$ cat src/sv/trsp_pkg.sv
package trsp_pkg;

    localparam int unsigned ByteW  = 8;
    localparam int unsigned WordW  = 32;
    localparam int unsigned KindW  = 3;
    localparam int unsigned TypeW  = 4;
    localparam int unsigned ErrW   = 2;

    localparam logic [KindW-1:0] K_KEY   = 3'd0;
    localparam logic [KindW-1:0] K_VAL   = 3'd1;
    localparam logic [KindW-1:0] K_EMPTY = 3'd2;
    localparam logic [KindW-1:0] K_DONE  = 3'd3;
    localparam logic [KindW-1:0] K_ERR   = 3'd4;

    localparam logic [ErrW-1:0] E_MAGIC = 2'd0;
    localparam logic [ErrW-1:0] E_TYPE  = 2'd1;
    localparam logic [ErrW-1:0] E_TRUNC = 2'd2;

    localparam logic [TypeW-1:0] T_NONE   = 4'd0;
    localparam logic [TypeW-1:0] T_STRING = 4'd2;

    localparam logic [WordW-1:0] MagicReset = 32'd1;

    typedef enum logic [5:0] {
        PH_MAGIC  = 6'b000001,
        PH_TYPE   = 6'b000010,
        PH_KEYLEN = 6'b000100,
        PH_KEY    = 6'b001000,
        PH_STRLEN = 6'b010000,
        PH_VALUE  = 6'b100000
    } t_phase;

    typedef struct packed {
        logic [KindW-1:0] kind;
        logic [ByteW-1:0] out_byte;
        logic [TypeW-1:0] value_type;
        logic             entry_last;
        logic [ErrW-1:0]  error_code;
        logic             run_last;
    } t_result;

    typedef struct packed {
        logic [1:0] num;
        t_result    res0;
        t_result    res1;
    } t_push;

    // payload size of a fixed-size type, zero when unknown
    function automatic logic [4:0] fixed_size(input logic [TypeW-1:0] t);
        logic [4:0] s;
        s = 5'd0;
        case (t)
            4'd1, 4'd5, 4'd9: s = 5'd4;
            4'd3:             s = 5'd8;
            4'd4:             s = 5'd12;
            4'd8:             s = 5'd16;
            default:          s = 5'd0;
        endcase
        return s;
    endfunction

endpackage

$ cat src/sv/trsp_if.sv
interface trsp_in_if;
    logic                         valid;
    logic                         ready;
    logic [trsp_pkg::ByteW-1:0]   in_byte;
    logic                         end_of_buffer;

    modport source (output valid, output in_byte, output end_of_buffer, input ready);
    modport sink (input valid, input in_byte, input end_of_buffer, output ready);
endinterface

interface trsp_out_if;
    logic                         valid;
    logic                         ready;
    logic [trsp_pkg::KindW-1:0]   kind;
    logic [trsp_pkg::ByteW-1:0]   out_byte;
    logic [trsp_pkg::TypeW-1:0]   value_type;
    logic                         entry_last;
    logic [trsp_pkg::ErrW-1:0]    error_code;
    logic                         run_last;

    modport source (output valid, output kind, output out_byte, output value_type,
                    output entry_last, output error_code, output run_last, input ready);
    modport sink (input valid, input kind, input out_byte, input value_type,
                  input entry_last, input error_code, input run_last, output ready);
endinterface

$ cat src/sv/trsp_parse.sv
module trsp_parse (
    input  logic                         i_clk,
    input  logic                         i_rst_n,
    input  logic                         i_fire,
    input  logic [trsp_pkg::ByteW-1:0]   i_byte,
    input  logic                         i_eob,
    input  logic [trsp_pkg::WordW-1:0]   i_magic,
    output trsp_pkg::t_push              o_push
);

    trsp_pkg::t_phase              r_phase, n_phase;
    logic [1:0]                    r_idx, n_idx;
    logic [23:0]                   r_shift, n_shift;
    logic [trsp_pkg::TypeW-1:0]    r_type, n_type;
    logic [trsp_pkg::WordW-1:0]    r_left, n_left;
    logic                          r_stop, n_stop;

    logic [trsp_pkg::WordW-1:0]    word;
    logic                          word_done;
    logic [1:0]                    g_idx;
    logic [23:0]                   g_shift;
    logic                          known;
    logic                          key_fin;
    logic                          emit_a;
    logic                          emit_b;
    trsp_pkg::t_result             res_a;
    trsp_pkg::t_result             res_b;
    logic                          last_one;

    assign word      = {i_byte, r_shift};
    assign word_done = (r_idx == 2'd3);
    assign known     = (word[31:4] == 28'd0) &&
                       ((word[3:0] == trsp_pkg::T_STRING) ||
                        (trsp_pkg::fixed_size(word[3:0]) != 5'd0));
    assign last_one  = (r_left == 32'd1);

    always_comb begin
        g_shift = r_shift;
        g_idx   = r_idx + 2'd1;
        if (word_done) begin
            g_shift = 24'd0;
            g_idx   = 2'd0;
        end else begin
            case (r_idx)
                2'd0:    g_shift[7:0]   = i_byte;
                2'd1:    g_shift[15:8]  = i_byte;
                2'd2:    g_shift[23:16] = i_byte;
                default: g_shift        = r_shift;
            endcase
        end
    end

    always_comb begin
        n_phase = r_phase;
        n_idx   = r_idx;
        n_shift = r_shift;
        n_type  = r_type;
        n_left  = r_left;
        n_stop  = r_stop;
        key_fin = 1'b0;
        emit_a  = 1'b0;
        emit_b  = 1'b0;
        res_a   = '0;
        res_b   = '0;
        o_push  = '0;

        if (i_fire && !r_stop) begin
            unique case (r_phase)
                trsp_pkg::PH_MAGIC: begin
                    n_idx   = g_idx;
                    n_shift = g_shift;
                    if (word_done) begin
                        if (word != i_magic) begin
                            emit_a           = 1'b1;
                            res_a.kind       = trsp_pkg::K_ERR;
                            res_a.error_code = trsp_pkg::E_MAGIC;
                            n_stop           = 1'b1;
                        end else begin
                            n_phase = trsp_pkg::PH_TYPE;
                        end
                    end
                end
                trsp_pkg::PH_TYPE: begin
                    n_idx   = g_idx;
                    n_shift = g_shift;
                    if (word_done) begin
                        if (word == 32'd0) begin
                            emit_a     = 1'b1;
                            res_a.kind = trsp_pkg::K_DONE;
                            n_stop     = 1'b1;
                        end else begin
                            n_type  = known ? word[3:0] : trsp_pkg::T_NONE;
                            n_phase = trsp_pkg::PH_KEYLEN;
                        end
                    end
                end
                trsp_pkg::PH_KEYLEN: begin
                    n_idx   = g_idx;
                    n_shift = g_shift;
                    if (word_done) begin
                        n_left = word;
                        if (word == 32'd0) begin
                            key_fin = 1'b1;
                        end else begin
                            n_phase = trsp_pkg::PH_KEY;
                        end
                    end
                end
                trsp_pkg::PH_KEY: begin
                    if (r_type != trsp_pkg::T_NONE) begin
                        emit_a           = 1'b1;
                        res_a.kind       = trsp_pkg::K_KEY;
                        res_a.out_byte   = i_byte;
                        res_a.value_type = r_type;
                    end
                    n_left = r_left - 32'd1;
                    if (last_one) begin
                        key_fin = 1'b1;
                    end
                end
                trsp_pkg::PH_STRLEN: begin
                    n_idx   = g_idx;
                    n_shift = g_shift;
                    if (word_done) begin
                        if (word == 32'd0) begin
                            emit_a           = 1'b1;
                            res_a.kind       = trsp_pkg::K_EMPTY;
                            res_a.value_type = trsp_pkg::T_STRING;
                            res_a.entry_last = 1'b1;
                            n_phase          = trsp_pkg::PH_TYPE;
                        end else begin
                            n_left  = word;
                            n_phase = trsp_pkg::PH_VALUE;
                        end
                    end
                end
                trsp_pkg::PH_VALUE: begin
                    emit_a           = 1'b1;
                    res_a.kind       = trsp_pkg::K_VAL;
                    res_a.out_byte   = i_byte;
                    res_a.value_type = r_type;
                    res_a.entry_last = last_one;
                    n_left           = r_left - 32'd1;
                    if (last_one) begin
                        n_phase = trsp_pkg::PH_TYPE;
                    end
                end
                default: begin
                    n_phase = trsp_pkg::PH_MAGIC;
                end
            endcase

            // end of key
            if (key_fin) begin
                if (r_type == trsp_pkg::T_NONE) begin
                    emit_a           = 1'b1;
                    res_a.kind       = trsp_pkg::K_ERR;
                    res_a.error_code = trsp_pkg::E_TYPE;
                    n_stop           = 1'b1;
                end else if (r_type == trsp_pkg::T_STRING) begin
                    n_phase = trsp_pkg::PH_STRLEN;
                end else begin
                    n_left  = {27'd0, trsp_pkg::fixed_size(r_type)};
                    n_phase = trsp_pkg::PH_VALUE;
                end
            end
        end

        if (i_fire && i_eob) begin
            if (!n_stop) begin
                emit_b = 1'b1;
                if (n_phase == trsp_pkg::PH_TYPE && n_idx == 2'd0) begin
                    res_b.kind = trsp_pkg::K_DONE;
                end else begin
                    res_b.kind       = trsp_pkg::K_ERR;
                    res_b.error_code = trsp_pkg::E_TRUNC;
                end
            end
            n_phase = trsp_pkg::PH_MAGIC;
            n_idx   = 2'd0;
            n_shift = 24'd0;
            n_type  = trsp_pkg::T_NONE;
            n_left  = 32'd0;
            n_stop  = 1'b0;
        end

        res_b.run_last = 1'b1;
        res_a.run_last = !emit_b;
        if (emit_a && emit_b) begin
            o_push.num  = 2'd2;
            o_push.res0 = res_a;
            o_push.res1 = res_b;
        end else if (emit_a) begin
            o_push.num  = 2'd1;
            o_push.res0 = res_a;
        end else if (emit_b) begin
            o_push.num  = 2'd1;
            o_push.res0 = res_b;
        end
    end

    always_ff @(posedge i_clk) begin
        if (!i_rst_n) begin
            r_phase <= trsp_pkg::PH_MAGIC;
            r_idx   <= 2'd0;
            r_shift <= 24'd0;
            r_type  <= trsp_pkg::T_NONE;
            r_left  <= 32'd0;
            r_stop  <= 1'b0;
        end else begin
            r_phase <= n_phase;
            r_idx   <= n_idx;
            r_shift <= n_shift;
            r_type  <= n_type;
            r_left  <= n_left;
            r_stop  <= n_stop;
        end
    end

endmodule

$ cat src/sv/trsp_out_buf.sv
module trsp_out_buf (
    input  logic               i_clk,
    input  logic               i_rst_n,
    input  logic               i_push_en,
    input  trsp_pkg::t_push    i_push,
    input  logic               i_ready,
    output logic               o_space,
    output logic               o_valid,
    output trsp_pkg::t_result  o_head
);

    logic               r_v0, n_v0;
    logic               r_v1, n_v1;
    trsp_pkg::t_result  r_s0, n_s0;
    trsp_pkg::t_result  r_s1, n_s1;
    logic               pop;

    assign pop     = r_v0 && i_ready;
    assign o_space = !r_v0 || (pop && !r_v1);
    assign o_valid = r_v0;
    assign o_head  = r_s0;

    always_comb begin
        n_v0 = r_v0;
        n_v1 = r_v1;
        n_s0 = r_s0;
        n_s1 = r_s1;
        if (i_push_en) begin
            n_v0 = (i_push.num != 2'd0);
            n_v1 = (i_push.num == 2'd2);
            n_s0 = i_push.res0;
            n_s1 = i_push.res1;
        end else if (pop) begin
            n_v0 = r_v1;
            n_v1 = 1'b0;
            n_s0 = r_s1;
        end
    end

    always_ff @(posedge i_clk) begin
        if (!i_rst_n) begin
            r_v0 <= 1'b0;
            r_v1 <= 1'b0;
        end else begin
            r_v0 <= n_v0;
            r_v1 <= n_v1;
        end
        r_s0 <= n_s0;
        r_s1 <= n_s1;
    end

endmodule

$ cat src/sv/tagged_record_stream_parser_core.sv
// an accepted byte is held in the input register; its first result is registered in the output stage
// throughput: one byte per cycle while each byte gives at most one result and the output takes each result
// a byte that gives two results (last byte of a buffer) holds the result stage until both results are taken
// reset: synchronous active low; clears parser state and output stage, magic returns to 1
module tagged_record_stream_parser_core (
    input  logic                        i_clk,
    input  logic                        i_rst_n,
    input  logic                        i_cfg_we,
    input  logic [trsp_pkg::WordW-1:0]  i_cfg_wdata,
    trsp_in_if.sink                     i_in,
    trsp_out_if.source                  o_out
);

    logic [trsp_pkg::WordW-1:0]  r_magic;
    logic                        r_in_v;
    logic [trsp_pkg::ByteW-1:0]  r_in_byte;
    logic                        r_in_eob;
    logic                        space;
    logic                        fire;
    trsp_pkg::t_push             push;
    trsp_pkg::t_result           head;
    logic                        head_v;

    assign fire       = r_in_v && space;
    assign i_in.ready = !r_in_v || fire;

    always_ff @(posedge i_clk) begin
        if (!i_rst_n) begin
            r_magic <= trsp_pkg::MagicReset;
            r_in_v  <= 1'b0;
        end else begin
            if (i_cfg_we) begin
                r_magic <= i_cfg_wdata;
            end
            if (i_in.ready) begin
                r_in_v <= i_in.valid;
            end
        end
        if (i_in.ready && i_in.valid) begin
            r_in_byte <= i_in.in_byte;
            r_in_eob  <= i_in.end_of_buffer;
        end
    end

    trsp_parse u_parse (
        .i_clk   (i_clk),
        .i_rst_n (i_rst_n),
        .i_fire  (fire),
        .i_byte  (r_in_byte),
        .i_eob   (r_in_eob),
        .i_magic (r_magic),
        .o_push  (push)
    );

    trsp_out_buf u_out_buf (
        .i_clk     (i_clk),
        .i_rst_n   (i_rst_n),
        .i_push_en (fire),
        .i_push    (push),
        .i_ready   (o_out.ready),
        .o_space   (space),
        .o_valid   (head_v),
        .o_head    (head)
    );

    assign o_out.valid      = head_v;
    assign o_out.kind       = head.kind;
    assign o_out.out_byte   = head.out_byte;
    assign o_out.value_type = head.value_type;
    assign o_out.entry_last = head.entry_last;
    assign o_out.error_code = head.error_code;
    assign o_out.run_last   = head.run_last;

endmodule

$ cat src/flat_wrapper.sv
// flat-port wrapper written by rule: the top's interface ports become plain ports
module tagged_record_stream_parser_core_flat 
  (i_clk, i_rst_n, i_cfg_we, i_cfg_wdata, i_in_valid, i_in_in_byte, i_in_end_of_buffer, i_in_ready, o_out_valid, o_out_kind, o_out_out_byte, o_out_value_type, o_out_entry_last, o_out_error_code, o_out_run_last, o_out_ready);
  trsp_in_if i_in_i ();
  trsp_out_if o_out_i ();
  input  logic i_clk;
  input  logic i_rst_n;
  input  logic i_cfg_we;
  input  logic [trsp_pkg::WordW-1:0] i_cfg_wdata;
  input wire logic [$bits(i_in_i.valid)-1:0] i_in_valid;
  input wire logic [$bits(i_in_i.in_byte)-1:0] i_in_in_byte;
  input wire logic [$bits(i_in_i.end_of_buffer)-1:0] i_in_end_of_buffer;
  output wire logic [$bits(i_in_i.ready)-1:0] i_in_ready;
  output wire logic [$bits(o_out_i.valid)-1:0] o_out_valid;
  output wire logic [$bits(o_out_i.kind)-1:0] o_out_kind;
  output wire logic [$bits(o_out_i.out_byte)-1:0] o_out_out_byte;
  output wire logic [$bits(o_out_i.value_type)-1:0] o_out_value_type;
  output wire logic [$bits(o_out_i.entry_last)-1:0] o_out_entry_last;
  output wire logic [$bits(o_out_i.error_code)-1:0] o_out_error_code;
  output wire logic [$bits(o_out_i.run_last)-1:0] o_out_run_last;
  input wire logic [$bits(o_out_i.ready)-1:0] o_out_ready;
  assign i_in_i.valid = i_in_valid;
  assign i_in_i.in_byte = i_in_in_byte;
  assign i_in_i.end_of_buffer = i_in_end_of_buffer;
  assign i_in_ready = i_in_i.ready;
  assign o_out_valid = o_out_i.valid;
  assign o_out_kind = o_out_i.kind;
  assign o_out_out_byte = o_out_i.out_byte;
  assign o_out_value_type = o_out_i.value_type;
  assign o_out_entry_last = o_out_i.entry_last;
  assign o_out_error_code = o_out_i.error_code;
  assign o_out_run_last = o_out_i.run_last;
  assign o_out_i.ready = o_out_ready;
  tagged_record_stream_parser_core u_core (.i_clk(i_clk), .i_rst_n(i_rst_n), .i_cfg_we(i_cfg_we), .i_cfg_wdata(i_cfg_wdata), .i_in(i_in_i), .o_out(o_out_i));
endmodule
$ cat config.mk
export PLATFORM = sky130hd
export DESIGN_NAME = tagged_record_stream_parser_core_flat
export DESIGN_NICKNAME = d
export VERILOG_FILES = /design/src/sv/trsp_pkg.sv /design/src/sv/trsp_if.sv /design/src/sv/trsp_parse.sv /design/src/sv/trsp_out_buf.sv /design/src/sv/tagged_record_stream_parser_core.sv /design/src/flat_wrapper.sv
export SDC_FILE = /design/constraint.sdc
export NUM_CORES = 1
export LEC_CHECK = 0
export BUFFER_PORTS_ARGS = -buffer_cell sky130_fd_sc_hd__buf_2
export CAP_MARGIN = 40
export CORE_MARGIN = 4
export CORE_UTILIZATION = 51
export DETAILED_ROUTE_END_ITERATION = 10
export PLACE_DENSITY_LB_ADDON = 0.12
export SLEW_MARGIN = 20
export SYNTH_ARGS = -nofsm -noshare
export SYNTH_HDL_FRONTEND = slang
export SYNTH_SLANG_ARGS = --single-unit
$ cat constraint.sdc
create_clock -name i_clk -period 4.7 [get_ports i_clk]
set_input_delay 0.47 -clock i_clk [delete_from_list [all_inputs] [get_ports i_clk]]
set_output_delay 0.47 -clock i_clk [all_outputs]
set_load 0.005 [all_outputs]
* Word-level counts from Yosys, hierarchy flattened
Cells that the tools add are included.
** Operators by class
- $add $sub $neg :: 2
- Equal/unequal tests :: 27
- Muxes and demuxes :: 87
- Bitwise gates (word level) :: 2
- Reduce and logical (&&, ||, !) cells :: 39
** Operators with widths (count)
- $mux W32 :: 6
- $pmux W32 S3 :: 1
- $mux W6 :: 13
- $mux W20 :: 2
- $pmux W5 S4 :: 2
- $mux W19 :: 2
- $pmux W6 S6 :: 1
- $eq A32 B1 Y1 const B :: 1
- $logic_not A32 Y1 :: 1
- $ne A32 B32 Y1 :: 1
- $sub A32 B1 Y32 const B :: 1
- $logic_not A28 Y1 :: 1
- $mux W3 :: 9
- $mux W1 :: 26
- $mux W24 :: 1
- $mux W8 :: 3
- $mux W21 :: 1
- $mux W2 :: 10
- $mux W18 :: 1
- $eq A4 B2 Y1 const B :: 4
- $eq A4 B3 Y1 const B :: 4
- $eq A4 B4 Y1 const B :: 4
- $pmux W8 S2 :: 1
- $pmux W3 S5 :: 1
- other kinds (29) :: 60
** Storage, ports and cells
- Bits in registers :: 151
- Input bits :: 46
- Output and inout port bits :: 21
- Logic and storage cells :: 183

* Longest topological paths before layout
- Depth in word-level cells :: 18
- Gate-level depth with buffers :: 13
- Gate-level depth less buffers :: 13

* Modules after synthesis
From an unflattened synthesis, not the netlist that was laid out.
** Second synthesis, totals
- Cells, all modules :: 861
- Area total of the unflattened synthesis :: 8109.0 um^2
** Modules (own cells, without submodules)
- trsp_parse :: instances 1, cells an instance 671, area an instance 5006.1 um^2, sequential area each 1381.3 um^2
- tagged_record_stream_parser_core :: instances 1, cells an instance 118, area an instance 1561.5 um^2, sequential area each 930.9 um^2
- trsp_out_buf :: instances 1, cells an instance 72, area an instance 1541.5 um^2, sequential area each 1181.1 um^2

* Worst setup path before layout
OpenSTA, ideal clock, no wires.
- Kind :: reg-to-reg
- Start :: register u_core.u_parse.r_shift[15]
- End :: register u_core.u_out_buf.r_s0 (netlist bit u_core.u_out_buf.o_head[16]), data pin
- Library setup time :: 261 ps
- Data arrival time :: 2923 ps
- Required time :: 4439 ps
- Slack :: 1516 ps
- Cell stages (with the launch flop) :: 13
- Buffers on the path :: 1
- Clock period less this slack :: 3184 ps
- Cell sequence :: dfxtp_1 -> or4_1 -> or4_4 -> nor2_4 -> buf_6 -> a31oi_4 -> o2bb2ai_2 -> o21ai_0 -> inv_1 -> ha_1 -> nor2_1 -> and2_1 -> a221o_1
** RTL lines
- from (decl) :: line trsp_parse.sv:13 : logic [23:0] r_shift, n_shift;
- from (signal assigned) :: line trsp_parse.sv:213 : r_shift <= n_shift;
- to (signal assigned) :: line trsp_out_buf.sv:48 : r_s0 <= n_s0;
- to (decl) :: line trsp_out_buf.sv:14 : trsp_pkg::t_result r_s0, n_s0;

==> flow_results.xml <==
<?xml version="1.0" encoding="UTF-8"?>
<metrics>
  <group name="clock_tree">
    <metric name="clk_pin_slew_worst_paths" unit="ps">60</metric>
    <metric name="cts_tree" unit="">built</metric>
    <metric name="tritoncts.num_buffers" unit="">17</metric>
    <metric name="cts_hold_buf" unit="">0</metric>
    <metric name="cts.repair.resized" unit="">0</metric>
    <metric name="cts_htree_levels" unit="">4</metric>
    <metric name="worst_skew_pair.late_latency" unit="ps">420</metric>
    <metric name="ctsRootBufferMaster" unit="">clkbuf_16</metric>
    <metric name="ctsLongestPathBuffers" unit="">2</metric>
    <metric name="cts_post_setup_buffers_inserted" unit="">0</metric>
    <metric name="clock_sink_count" unit="">135</metric>
  </group>
  <group name="synthesis">
    <metric name="synthesized_netlist_net_count" unit="">860</metric>
    <metric name="seq_total_area_yosys" unit="%">41.03</metric>
    <metric name="synth-warning-count" unit="">0</metric>
    <metric name="synthDistinctLibCells" unit="">81</metric>
    <metric name="dominantRegCellSynth" unit="">dfxtp_1</metric>
    <metric name="synthArstFlopShare" unit="%">0</metric>
    <metric name="number_of_enable_flip_flop_cells_after_synthesis" unit="">31</metric>
    <metric name="synth_area_per_cell" unit="um^2">9.111</metric>
    <metric name="synth_area_leader_cell" unit="">dfxtp_1</metric>
    <metric name="area_share_of_the_largest_cell_type_after_synthesis" unit="%">28.35</metric>
    <metric name="synth_top_cells_by_area" unit="">dfxtp_1 (28%), edfxtp_1 (13%), mux2i_1 (7.8%), nor2_1 (5.5%), xnor2_1 (4.1%)</metric>
    <metric name="ys_ff_latch" unit="">135</metric>
    <metric name="syn_inst" unit="">806</metric>
    <metric name="synth_area" unit="um^2">7343</metric>
  </group>
  <group name="final_layout">
    <metric name="layout_commonest_cell" unit="">nor2_1</metric>
    <metric name="areaGrowthSynthToFinish" unit="%">14.11</metric>
    <metric name="fillers" unit="">1215</metric>
    <metric name="mostFrequentLayoutCells" unit="">nor2_1 (107), dfxtp_1 (104), buf_2 (67), mux2i_1 (57), nand2_1 (55)</metric>
    <metric name="final_net_count" unit="">917</metric>
    <metric name="post_route_cells_drive_above_1_share" unit="%">17.01</metric>
    <metric name="antenna-diode-count" unit="">0</metric>
  </group>
  <group name="global_routing">
    <metric name="grt.overflow.total" unit="">0</metric>
    <metric name="wire_length_of_the_first_global_routing_pass" unit="um">33360</metric>
    <metric name="grt_util_all_layers" unit="%">25.98</metric>
    <metric name="vias_in_the_first_global_route" unit="">6087</metric>
    <metric name="pin_count_of_the_biggest_net_entering_global_routing" unit="">41</metric>
    <metric name="antenna_found_initial" unit="">0</metric>
  </group>
  <group name="outcome">
    <metric name="outcome" unit="">completed</metric>
  </group>
  <group name="timing">
    <metric name="clock-skew-final" unit="ps">8.515</metric>
    <metric name="fin_setup_tns" unit="ps">0</metric>
    <metric name="setup_violations" unit="">0</metric>
    <metric name="timing.final.hold_violations" unit="">0</metric>
    <metric name="worst_pin_slew" unit="ps">850.8</metric>
    <metric name="slew-limit-headroom" unit="%">42.76</metric>
    <metric name="rsz0062_at_grt" unit="">no</metric>
    <metric name="fin_crit_sh" unit="%">77.71</metric>
    <metric name="final-max-slew-violation-count" unit="">0</metric>
    <metric name="min_period" unit="ps">3652</metric>
    <metric name="fmax" unit="MHz">273.8</metric>
  </group>
  <group name="critical_path">
    <metric name="timing.reg2reg.worst_path_depth" unit="">10</metric>
    <metric name="path_class" unit="">flop to flop</metric>
    <metric name="critical_path_arrival" unit="ps">3830</metric>
    <metric name="timing.rr.start" unit="">u_core.r_in_byte[0]</metric>
    <metric name="critical_path.endpoint_type" unit="">flop</metric>
    <metric name="worstPathRequired" unit="ps">4870</metric>
    <metric name="critical_path.startpoint" unit="">u_core.r_in_byte[0]</metric>
    <metric name="timing.critical_path.fanout_max" unit="">7</metric>
    <metric name="ff2ff_setup_slack" unit="ps">1050</metric>
    <metric name="critical_path.endpoint" unit="">u_core.u_out_buf.o_head[16]</metric>
    <metric name="start_kind" unit="">flop</metric>
    <metric name="r2r_end" unit="">u_core.u_out_buf.o_head[16]</metric>
  </group>
  <group name="power">
    <metric name="power_per_cell_area" unit="nW/um^2">338.1</metric>
    <metric name="power.total" unit="mW">2.833</metric>
    <metric name="ir_worst_vdd" unit="uV">276.0</metric>
    <metric name="static-leakage-power" unit="nW">3.375</metric>
  </group>
  <group name="route">
    <metric name="post_drt_via_cell_ratio" unit="">6.086</metric>
    <metric name="vias" unit="">6427</metric>
    <metric name="wl_per_cell" unit="um">19.61</metric>
    <metric name="detail-route-antenna-nets" unit="">0</metric>
    <metric name="number_of_optimization_iterations_in_the_first_detailed_route_pass" unit="">7</metric>
    <metric name="initialDrtViolationCount" unit="">695</metric>
    <metric name="total_drc_errors_in_the_routed_layout" unit="">0</metric>
    <metric name="routed_wl" unit="um">20700</metric>
  </group>
  <group name="floorplan">
    <metric name="initial_utilization" unit="%">52.50</metric>
    <metric name="std_cell_core_area" unit="um^2">13990</metric>
    <metric name="fp.dieH" unit="um">128.0</metric>
    <metric name="chipWidth" unit="um">128.0</metric>
    <metric name="io_pins" unit="">67</metric>
    <metric name="row_count" unit="">43</metric>
    <metric name="die_area" unit="um^2">16380</metric>
  </group>
  <group name="placement">
    <metric name="post-dp-hpwl" unit="um">15240</metric>
    <metric name="buffer_ports.inserted" unit="">66</metric>
    <metric name="globalplace.congestion" unit="">0.9513</metric>
  </group>
  <group name="job">
    <metric name="drv_cap" unit="">0</metric>
  </group>
  <group name="worst_hold_path">
    <metric name="min-delay-path-class" unit="">input port to flop</metric>
  </group>
</metrics>
## state kept, by name, indices dropped and copies added (netlist names)
register	cells
u_core.r_in_eob	1
u_core.u_parse.r_stop	1
u_core.r_magic	32
u_core.u_parse.r_left	32
u_core.u_parse.r_shift	24
u_core.r_in_v	1
u_core.u_out_buf.o_valid	1
u_core.u_out_buf.o_head	19
u_core.u_out_buf.r_v1	1
u_core.u_out_buf.r_s1	3
u_core.r_in_byte	8
u_core.u_parse.r_idx	2
u_core.u_parse.r_phase	6
u_core.u_parse.r_type	4
## power breakdown
part	switching [mW]	internal [mW]
Clock	0.533	0.739
Sequential	0.0432	1.23
Combinational	0.167	0.125
Total	0.743	2.09
## worst min-delay path by stage
stage                               endpoint  depth (start not counted)  slack [ps]                      from
floorplan           u_core.u_parse.r_left[7]                          2         450  u_core.u_parse.r_left[7]
global placement    u_core.u_parse.r_left[7]                          2         460  u_core.u_parse.r_left[7]
detailed placement  u_core.u_parse.r_left[7]                          2         470  u_core.u_parse.r_left[7]
CTS                          u_core.r_in_eob                          1         210        i_in_end_of_buffer
global route             u_core.r_in_byte[4]                          1         220           i_in_in_byte[4]
finish                       u_core.r_in_eob                          1         230        i_in_end_of_buffer
## critical path, stage by stage, from the launching register on
cell       delay (ps)
edfxtp_1          500
xnor2_1           190
nand4_1           110
nor4_1            760
nand2_1           150
o2bb2ai_2         180
nor4b_2           580
ha_1              320
nor2_1             90
and2_1            170
a221o_1           340
## cells by family after synthesis
family	Yosys count	synth area share, %
AO/OA/AOI/OAI	154	15.23
XOR/XNOR	40	4.771
AND/OR/NAND/NOR	342	25.12
buffers and inverters	68	4.413
adder cells (fa/ha/maj)	8	1.363
flip-flops	135	41.03
multiplexers	59	8.076
## stage by stage
| step | utilization, % | setup WS, ps | hold slack (ps) | instances | cell area (um^2) |
|---|---|---|---|---|---|
| after floorplan | - | 1516 | 449.3 | 806 | 7343 |
| after global placement | 55.37 | 1251 | 461.0 | 1016 | 7745 |
| after detailed placement | 55.64 | 1109 | 465.1 | 1021 | 7784 |
| after CTS | 59.62 | 1057 | 210.1 | 1053 | 8339 |
| after global routing | 59.90 | 742.0 | 217.3 | 1056 | 8379 |
| final | 59.90 | 1048 | 225.6 | 1056 | 8379 |
## area by class of cell
cell class                      count  area, um^2  share of cell area, %
Multi-Input combinational cell    603        4011                  47.87
Sequential cell                   135        3013                  35.96
Timing Repair Buffer               86       499.2                  5.958
Clock buffer                       19       436.7                  5.211
Tap cell                          180       225.2                  2.688
Clock inverter                     13       118.9                  1.419
Inverter                           20       75.07                 0.8959
## synthesized netlist by cell type (all sizes together) (3+ instances only)
master	count
a211oi	6
a21boi	3
a21oi	31
a221o	10
a221oi	3
a222oi	4
a22oi	21
a31oi	6
and2	13
and3	12
buf	20
clkbuf	28
dfxtp	104
edfxtp	31
ha	8
inv	20
mux2i	57
nand2	56
nand2b	7
nand3	9
nand4	17
nor2	108
nor2b	41
nor3	30
nor4	25
nor4b	6
o21ai	43
o31ai	5
or3	4
or4	6
xnor2	34
xor2	6
## layer usage
metal	track usage [%]	vias up	routed length [um]
li1	-	3035	-
met1	35.98	3061	9095
met2	39.34	288	9306
met3	5.958	43	1656
met4	10.42	0	646
met5	0	-	0
(Power assumes the default switching activity.)
